## config.mk

```make
export PLATFORM = sky130hd
export DESIGN_NAME = boig_div_step
export DESIGN_NICKNAME = d
export VERILOG_FILES = /design/src/boig_pkg.sv /design/src/boig_div_step.sv
export SDC_FILE = /design/constraint.sdc
export NUM_CORES = 1
export LEC_CHECK = 0
export BUFFER_PORTS_ARGS = -buffer_cell sky130_fd_sc_hd__buf_2
export CORE_MARGIN = 4
export CORE_UTILIZATION = 25
export DETAILED_ROUTE_END_ITERATION = 8
export PLACE_DENSITY_LB_ADDON = 0.08
export SLEW_MARGIN = 0
export SYNTH_ARGS = -nofsm -noshare
export SYNTH_HDL_FRONTEND = slang
export SYNTH_SLANG_ARGS = --single-unit
```

## constraint.sdc

```tcl
create_clock -name i_clk -period 3.15 [get_ports i_clk]
set_input_delay 0 -clock i_clk [delete_from_list [all_inputs] [get_ports i_clk]]
set_output_delay 0 -clock i_clk [all_outputs]
set_load 0.1 [all_outputs]
```

## src/boig_pkg.sv

```systemverilog
// ----------------------------------------------------------------------------
// boig_pkg
// Shared widths, types and constants of the box overlap score block.
// ----------------------------------------------------------------------------
package boig_pkg;
    localparam int COORD_BITS      = 16;
    localparam int SCORE_FRAC_BITS = 16;
    localparam int SCORE_WIDTH     = 18;
    localparam int IN_BITS         = 16;
    localparam int EDGE_BITS       = COORD_BITS + 1;
    localparam int AREA_BITS       = 2 * EDGE_BITS;
    localparam int Q_BITS          = SCORE_FRAC_BITS + 1;

    localparam logic METRIC_IOU  = 1'b0;
    localparam logic METRIC_GIOU = 1'b1;

    // one stage of the restoring fraction divider
    typedef struct packed {
        logic                 vld;
        logic                 degen;
        logic                 giou;
        logic [AREA_BITS-1:0] den_i;
        logic [AREA_BITS:0]   rem_i;
        logic [Q_BITS-1:0]    quo_i;
        logic [AREA_BITS-1:0] den_g;
        logic [AREA_BITS:0]   rem_g;
        logic [Q_BITS-1:0]    quo_g;
    } t_div_stage;
endpackage

```

## src/boig_div_step.sv

```systemverilog
// ----------------------------------------------------------------------------
// boig_div_step
// One registered step of the two parallel restoring dividers.
// ----------------------------------------------------------------------------
module boig_div_step
    import boig_pkg::*;
(
    input  logic       i_clk,
    input  logic       i_rst_n,
    input  logic       i_adv,
    input  t_div_stage i_stage,
    output t_div_stage o_stage
);
    t_div_stage r_stage;
    t_div_stage n_stage;
    logic [AREA_BITS:0] w_ri;
    logic [AREA_BITS:0] w_rg;

    // shift remainder, subtract divisor when it fits
    always_comb begin
        n_stage = i_stage;
        w_ri = {i_stage.rem_i[AREA_BITS-1:0], 1'b0};
        w_rg = {i_stage.rem_g[AREA_BITS-1:0], 1'b0};
        n_stage.quo_i = {i_stage.quo_i[Q_BITS-2:0], 1'b0};
        n_stage.quo_g = {i_stage.quo_g[Q_BITS-2:0], 1'b0};
        n_stage.rem_i = w_ri;
        n_stage.rem_g = w_rg;
        if (w_ri >= {1'b0, i_stage.den_i}) begin
            n_stage.rem_i    = w_ri - {1'b0, i_stage.den_i};
            n_stage.quo_i[0] = 1'b1;
        end
        if (w_rg >= {1'b0, i_stage.den_g}) begin
            n_stage.rem_g    = w_rg - {1'b0, i_stage.den_g};
            n_stage.quo_g[0] = 1'b1;
        end
    end

    // advance when the pipe moves
    always_ff @(posedge i_clk) begin
        if (!i_rst_n) begin
            r_stage.vld <= 1'b0;
        end else if (i_adv) begin
            r_stage.vld <= n_stage.vld;
        end
        if (i_adv) begin
            r_stage.degen <= n_stage.degen;
            r_stage.giou  <= n_stage.giou;
            r_stage.den_i <= n_stage.den_i;
            r_stage.rem_i <= n_stage.rem_i;
            r_stage.quo_i <= n_stage.quo_i;
            r_stage.den_g <= n_stage.den_g;
            r_stage.rem_g <= n_stage.rem_g;
            r_stage.quo_g <= n_stage.quo_g;
        end
    end

    assign o_stage = r_stage;
endmodule

```

* Word level (Yosys, flattened, before mapping) *
Index checks and enable logic that the tools add are counted.

storage, ports and cells
  register bits after elaboration = 175
  input port bits = 178
  output and inout port bits = 175
  logic and storage cells = 19

operators by class
  order comparisons = 2
  muxes and demuxes = 4
  $add $sub $neg = 2

operator list
  kind                                              count
  35-bit by 34-bit >= comparator with 1-bit output  2
  35-bit two-way mux                                2
  35-bit by 34-bit subtractor with 35-bit output    2
  1-bit two-way mux                                 2

* Longest topological paths before layout *
Gate-level depths: netlist of the first run.

  depth after elaboration = 2
  depth in mapped cells = 13
  depth with buffers taken out = 11

* Worst setup path before layout of the first run *
OpenSTA, ideal clock, no wires.

  path type = input-to-reg
  from = input i_stage[140] (netlist bit)
  to = register r_stage (netlist bit o_stage[110]), data pin
  buffers on the path = 1
  path slack = 0.638 ns
  stages = 11
  library setup time = 0.260 ns
  arrival time = 2.252 ns
  data required time = 2.890 ns
  cell sequence = inv_1 > ha_1 > nor2_1 > a211oi_2 > o21ba_2 > a21oi_2 > o21a_2 > o2111a_2 > o21ai_4 > buf_6 > mux2_4

RTL lines
  what         RTL line             source
  from (decl)  boig_div_step.sv:11  input t_div_stage i_stage,
  to (decl)    boig_div_step.sv:14  t_div_stage r_stage;

==> impl_metrics.json, run 1 <==
{
  "outcome": "finished, final reports clean",
  "fmax_mhz": 345,
  "row_count": 74,
  "synthArstFlopShare": 0,
  "required_ns": 3.38,
  "dp_hpwl_mm": 25.9,
  "tritoncts": "done",
  "leakage_nw": 6.68,
  "crit_fanout": 20,
  "fp.coreArea_um2": 40700,
  "synth_seq_cells": 175,
  "r2r_start": "o_stage[174]",
  "drtIter0Drc": 350,
  "worstHoldPathType": "input pin to flop",
  "r2r_slack_ns": 2.01,
  "n_fill_cell": 4151,
  "fin_crit_sh": 0.921,
  "skew_ns": 0,
  "die_y_um": 211,
  "fin_hold_ws_ns": 0.119,
  "ys.flop_type": "edfxtp_1",
  "largest_reg_flops": 175,
  "p_per_area_nw_per_um2": 578,
  "min-delay-start": "i_adv",
  "antenna_left": 0,
  "wl_met3_mm": 2.12,
  "maxCapViolations": 0,
  "cts_resized": 0,
  "synth.distinct_cells": 70,
  "overflow": 0,
  "drive_gt1_frac": 0.306,
  "seqCellArea_um2": 5250,
  "dp.cells": 1800,
  "synthesis.nets": 1172,
  "dr_wl_met2_mm": 15.7,
  "rsz0062_at_grt": "false",
  "fin_crit_ns": 2.90,
  "start_util": 0.253,
  "clkTransAtPathRegs_ns": 0.06,
  "fin_tns_setup_ns": 0,
  "syn_area_um2": 10300,
  "syn_inst": 924,
  "crit-reg2reg-capture": "o_stage[174]",
  "yosys_warnings": 0,
  "final_cells": 2005,
  "die_area_um2": 44500,
  "peakVddDrop_v": 0.000414,
  "io_pins": 353,
  "clkSinkCount": 175,
  "layout_common_cells": "buf_2, edfxtp_1, dlygate4sd3_1, inv_1, a21oi_1",
  "area_growth_pct": 46.3,
  "start_kind": "input pin",
  "drv_slew": 0,
  "hold-path-cell-count": 1,
  "finalSetupViolations": 0,
  "reg2reg_depth": 3,
  "nets": 1707,
  "grt_pass1_vias": 9123,
  "drt-total-wl_mm": 33.3,
  "min_to": "o_stage[146]",
  "drt-wirelength-per-cell_um": 16.6,
  "cts-root-buf": "clkbuf_16",
  "htreeDepth": 4,
  "highest_layer": "met5",
  "die_w_um": 211,
  "seq_area_frac_synth": 0.510,
  "critPathKind": "input pin to flop",
  "port_buffers": 348,
  "clk_latency_ns": 0.48,
  "num_vias": 8810,
  "drc": 0,
  "avgViaCountPerCell": 4.39,
  "grt_pass1_wl_mm": 50.9,
  "multi_input_area_um2": 4580,
  "wl_met1_mm": 14.8,
  "post_cts_buffers": 0,
  "cp-end-kind": "flop",
  "track_usage": 0.148,
  "antenna_found_initial": 2,
  "hold_viol": 0,
  "layout_commonest_cell": "buf_2",
  "arrival_ns": 3.13,
  "clock_path_buffers": 2,
  "first_pass_iters": 4,
  "numCtsBuffers": 17,
  "tightest_slew_ns": 0.925,
  "synth-edff-count": 174,
  "p_total_mw": 8.70,
  "relSlewSlack": 0.379,
  "gp_congestion": 0.761,
  "postSynthAreaPerCell_um2": 11.1,
  "grt_max_degree": 73
}
==> per-stage QoR <==
step	worst slack, ns	utilization	instance area [um^2]
detailed placement	0.263	0.314	12800
finish	0.248	0.370	15100
CTS	0.272	0.370	15100
global placement	0.278	0.314	12800
floorplan	0.638	-	10300
global route	0.0960	0.370	15100
==> area by class of cell <==
type	instances	share of cell area
clock inverters	14	0.00756
clock buffers	18	0.0285
diodes	1	0.000166
multi-input cells	629	0.304
repair buffers	541	0.244
inverters	95	0.0237
well taps	532	0.0442
flip-flops and latches	175	0.348
==> repair_timing <==
action,4_1_cts,5_1_grt
hold endpoints to repair,173,0
setup endpoints to repair,0,0
hold buffers,172,0
==> cell usage after synthesis, drive strengths merged, types with 3 or more instances <==
cell type / instances / area share
edfxtp: 174 / 0.51
inv: 95 / 0.035
a21oi: 73 / 0.036
nand2: 69 / 0.025
ha: 68 / 0.083
o21ai: 65 / 0.033
xnor2: 38 / 0.032
nor2: 36 / 0.013
mux2: 35 / 0.047
a21o: 27 / 0.020
nand3: 21 / 0.010
clkbuf: 18 / 0.0066
xor2: 18 / 0.015
nor3: 16 / 0.0078
nand2b: 14 / 0.0085
and3: 10 / 0.0061
a211oi: 9 / 0.0070
nor2b: 9 / 0.0055
o21bai: 9 / 0.0066
and2: 8 / 0.0049
a31oi: 7 / 0.0043
and4: 7 / 0.0060
buf: 7 / 0.0049
o21a: 7 / 0.0052
o211ai: 6 / 0.0044
or3: 6 / 0.0036
a211o: 5 / 0.0043
or2: 5 / 0.0030
a41oi: 4 / 0.0034
a2111oi: 3 / 0.0026
a21boi: 3 / 0.0022
a31o: 3 / 0.0026
nand4: 3 / 0.0018
nor4: 3 / 0.0018
o221ai: 3 / 0.0026
o22ai: 3 / 0.0018
o31ai: 3 / 0.0022
o41ai: 3 / 0.0026
==> per-layer routing <==
layer / track usage / vias to the layer above
li1: - / 4482
met1: 0.182 / 4078
met2: 0.246 / 215
met3: 0.0499 / 33
met4: 0.0494 / 2
met5: 0 / -
==> power breakdown <==
group          internal [mW]  switching (mW)  total [mW]
clock network           1.08           0.987        2.07
registers               2.89          0.0612        2.95
logic                  0.927            2.76        3.69
total                   4.90            3.81        8.70
==> worst max-delay path: stages <==
cell and delay (ns):
dlygate4sd3_1 0.52, buf_2 0.11, inv_1 0.04, ha_1 0.33
nand2_1 0.13, a211oi_2 0.21, o21ba_2 0.30, a21oi_2 0.12
o21a_2 0.26, o2111a_2 0.31, o21ai_4 0.22, buf_12 0.23
mux2_4 0.32
==> worst max path at each step <==
stage | depth (start not counted) | from | slack [ns] | endpoint
5_1_grt | 12 | i_stage[142] | 0.1 | o_stage[135]
3_5_place_dp | 12 | i_stage[142] | 0.26 | o_stage[112]
6_report | 13 | i_stage[142] | 0.25 | o_stage[110]
2_1_floorplan | 11 | i_stage[140] | 0.64 | o_stage[110]
3_3_place_gp | 12 | i_stage[142] | 0.28 | o_stage[110]
4_1_cts | 13 | i_stage[142] | 0.27 | o_stage[110]
==> cells by family (layout without fill, tap and decap cells) <==
family	after synthesis	in the layout	synth area share
DFF	175	175	0.510
buffers and inverters	120	668	0.0461
xor gates and xnor gates	56	56	0.0476
adders and majority gates	70	70	0.0865
and+or+nand+nor	215	215	0.104
AOI/OAI and AO/OA	251	251	0.157
other	0	1	0
muxes	37	37	0.0493
Note: power is estimated with default switching activity, not from simulation.
==> inputs of run 2 (changes only) <==
==> constraint.sdc (replaced) <==
create_clock -name i_clk -period 2.6 [get_ports i_clk]
set_input_delay 0 -clock i_clk [delete_from_list [all_inputs] [get_ports i_clk]]
set_output_delay 0 -clock i_clk [all_outputs]
set_load 0.1 [all_outputs]
==> impl_metrics.json, run 2 (synthesized netlist as in run 1, its figures left out) <==
{
  "fp.coreArea_um2": 40700,
  "cts-root-buf": "clkbuf_16",
  "drt-total-wl_mm": 35.0,
  "relSlewSlack": 0.615,
  "p_sw_frac": 0.431,
  "overflow": 0,
  "grt_max_degree": 53,
  "skew_ns": 0,
  "seqCellArea_um2": 5250,
  "placed_area_um2": 13400,
  "fin_crit_ns": 2.53,
  "die_w_um": 211,
  "clock_path_buffers": 2,
  "area_growth_pct": 55.4,
  "multi_input_area_um2": 4700,
  "power.share.clock": 0.256,
  "n_fill_cell": 4143,
  "start_util": 0.253,
  "outcome": "finished, final reports clean",
  "cp.buffers_inverters": 3,
  "grt_pass1_wl_mm": 54.3,
  "worstPathCellList": "dlygate4sd3_1 > buf_2 > inv_1 > ha_2 > a21o_1 > a211o_1 > o22ai_1 > or3_1 > nor3_1 > or4_1 > nand3_1 > mux2_4",
  "die_area_um2": 44500,
  "finalInstanceArea_um2": 16000,
  "gp_congestion": 0.812,
  "avgViaCountPerCell": 4.43,
  "largest_reg_flops": 175,
  "layout_commonest_cell": "buf_2",
  "maxCapViolations": 0,
  "dp_hpwl_mm": 27.1,
  "p_sw_mw": 4.80,
  "worstHoldPathType": "input pin to flop",
  "p_int_mw": 6.34,
  "timing.final.ws_setup_ns": 0.0713,
  "peakVddDrop_v": 0.000540,
  "drt-wirelength-per-cell_um": 16.7,
  "track_usage": 0.157,
  "required_ns": 2.86,
  "critPathKind": "input pin to flop",
  "reg2reg_depth": 3,
  "row_count": 74,
  "fmax_mhz": 395,
  "htreeDepth": 4,
  "crit-reg2reg-capture": "o_stage[174]",
  "rsz0062_at_grt": "true",
  "num_vias": 9268,
  "fin_hold_ws_ns": 0.0109,
  "finalSetupViolations": 0,
  "drtIter0Drc": 372,
  "r2r_start": "o_stage[174]",
  "clkTransAtPathRegs_ns": 0.08,
  "clk_latency_ns": 0.49,
  "port_buffers": 348,
  "crit_fanout": 5,
  "drv_slew": 0,
  "hold-path-cell-count": 1,
  "p_total_mw": 11.1,
  "seqPwrFrac": 0.321,
  "critPathTopFamily": "simple AND/OR/NAND/NOR gates",
  "min_to": "o_stage[145]",
  "crit_slowest_cell": "dlygate4sd3_1",
  "numCtsBuffers": 17,
  "tritoncts": "done",
  "drive_gt1_frac": 0.362,
  "io_pins": 353,
  "clkSinkCount": 175,
  "layout_common_cells": "buf_2, edfxtp_1, dlygate4sd3_1, buf_4, inv_1",
  "tightest_slew_ns": 0.582,
  "drc": 0,
  "hold_viol": 0,
  "arrival_ns": 2.79,
  "nets": 1794,
  "pre_cts_slack_ns": -0.0727,
  "leakage_nw": 7.19,
  "p_per_area_nw_per_um2": 697,
  "antenna_found_initial": 3,
  "first_pass_iters": 4,
  "power_frac_comb": 0.424,
  "r2r_slack_ns": 1.45,
  "min-delay-start": "i_adv",
  "die_y_um": 211,
  "slowest_delay_ns": 0.55,
  "fin_crit_sh": 0.973,
  "antenna_left": 0,
  "start_kind": "input pin",
  "final_util": 0.393,
  "cp-end-kind": "flop",
  "grt_pass1_vias": 9845
}
[run 2: cell count changes in the layout (fill, tap and decap cells not counted), sizes merged]
cell / change
clkinvlp: +1
diode: +2
clkinv: -7
inv: +5
clkbuf: +1
bufinv: +2
buf: +84
dlygate4sd3: +1
[run 2: timing repair]
action,CTS,global route
hold buffers,172,1
resized for setup,0,33
hold endpoints to repair,173,1
setup endpoints to repair,0,66
buffers inserted,0,4
[run 2: cell type report]
type | instances | area share
Antenna cell | 3 | 0.000469
Clock buffer | 17 | 0.0266
Clock inverter | 15 | 0.0122
Inverter | 95 | 0.0223
Multi-Input combinational cell | 629 | 0.294
Sequential cell | 175 | 0.328
Tap cell | 532 | 0.0416
Timing Repair Buffer | 628 | 0.275
[run 2: power by group through the flow]
stage | clock [mW] | combinational (mW) | sequential (mW)
global placement | 0 | 4.47 | 3.64
floorplan | 0 | 1.12 | 5.91
global route | 3.09 | 4.99 | 3.60
finish | 2.85 | 4.72 | 3.57
detailed placement | 0 | 4.48 | 3.63
CTS | 2.99 | 4.69 | 3.58
[run 2: routing by layer]
layer | GRT usage | routed length, um
met1 | 0.191 | 15100
met2 | 0.267 | 17100
met3 | 0.0539 | 2340
met4 | 0.0440 | 429
met5 | 0 | 0
[run 2: worst max-delay path by stage]
stage	start	end	slack, ns	cells after the start
global placement	i_stage[61]	o_stage[50]	-0.12	13
floorplan	i_stage[140]	o_stage[110]	0.09	11
CTS	i_stage[55]	o_stage[50]	0.0000007	14
detailed placement	i_stage[52]	o_stage[51]	-0.07	11
global route	i_stage[24]	o_stage[39]	-0.05	13
finish	i_stage[152]	o_stage[132]	0.07	12
[run 2: stage by stage]
stage          instances  TNS (ns)
2_1_floorplan        924         0
3_3_place_gp        1880    -0.423
3_5_place_dp        1880     -1.29
4_1_cts             2084         0
5_1_grt             2093    -0.112
6_report            2094         0
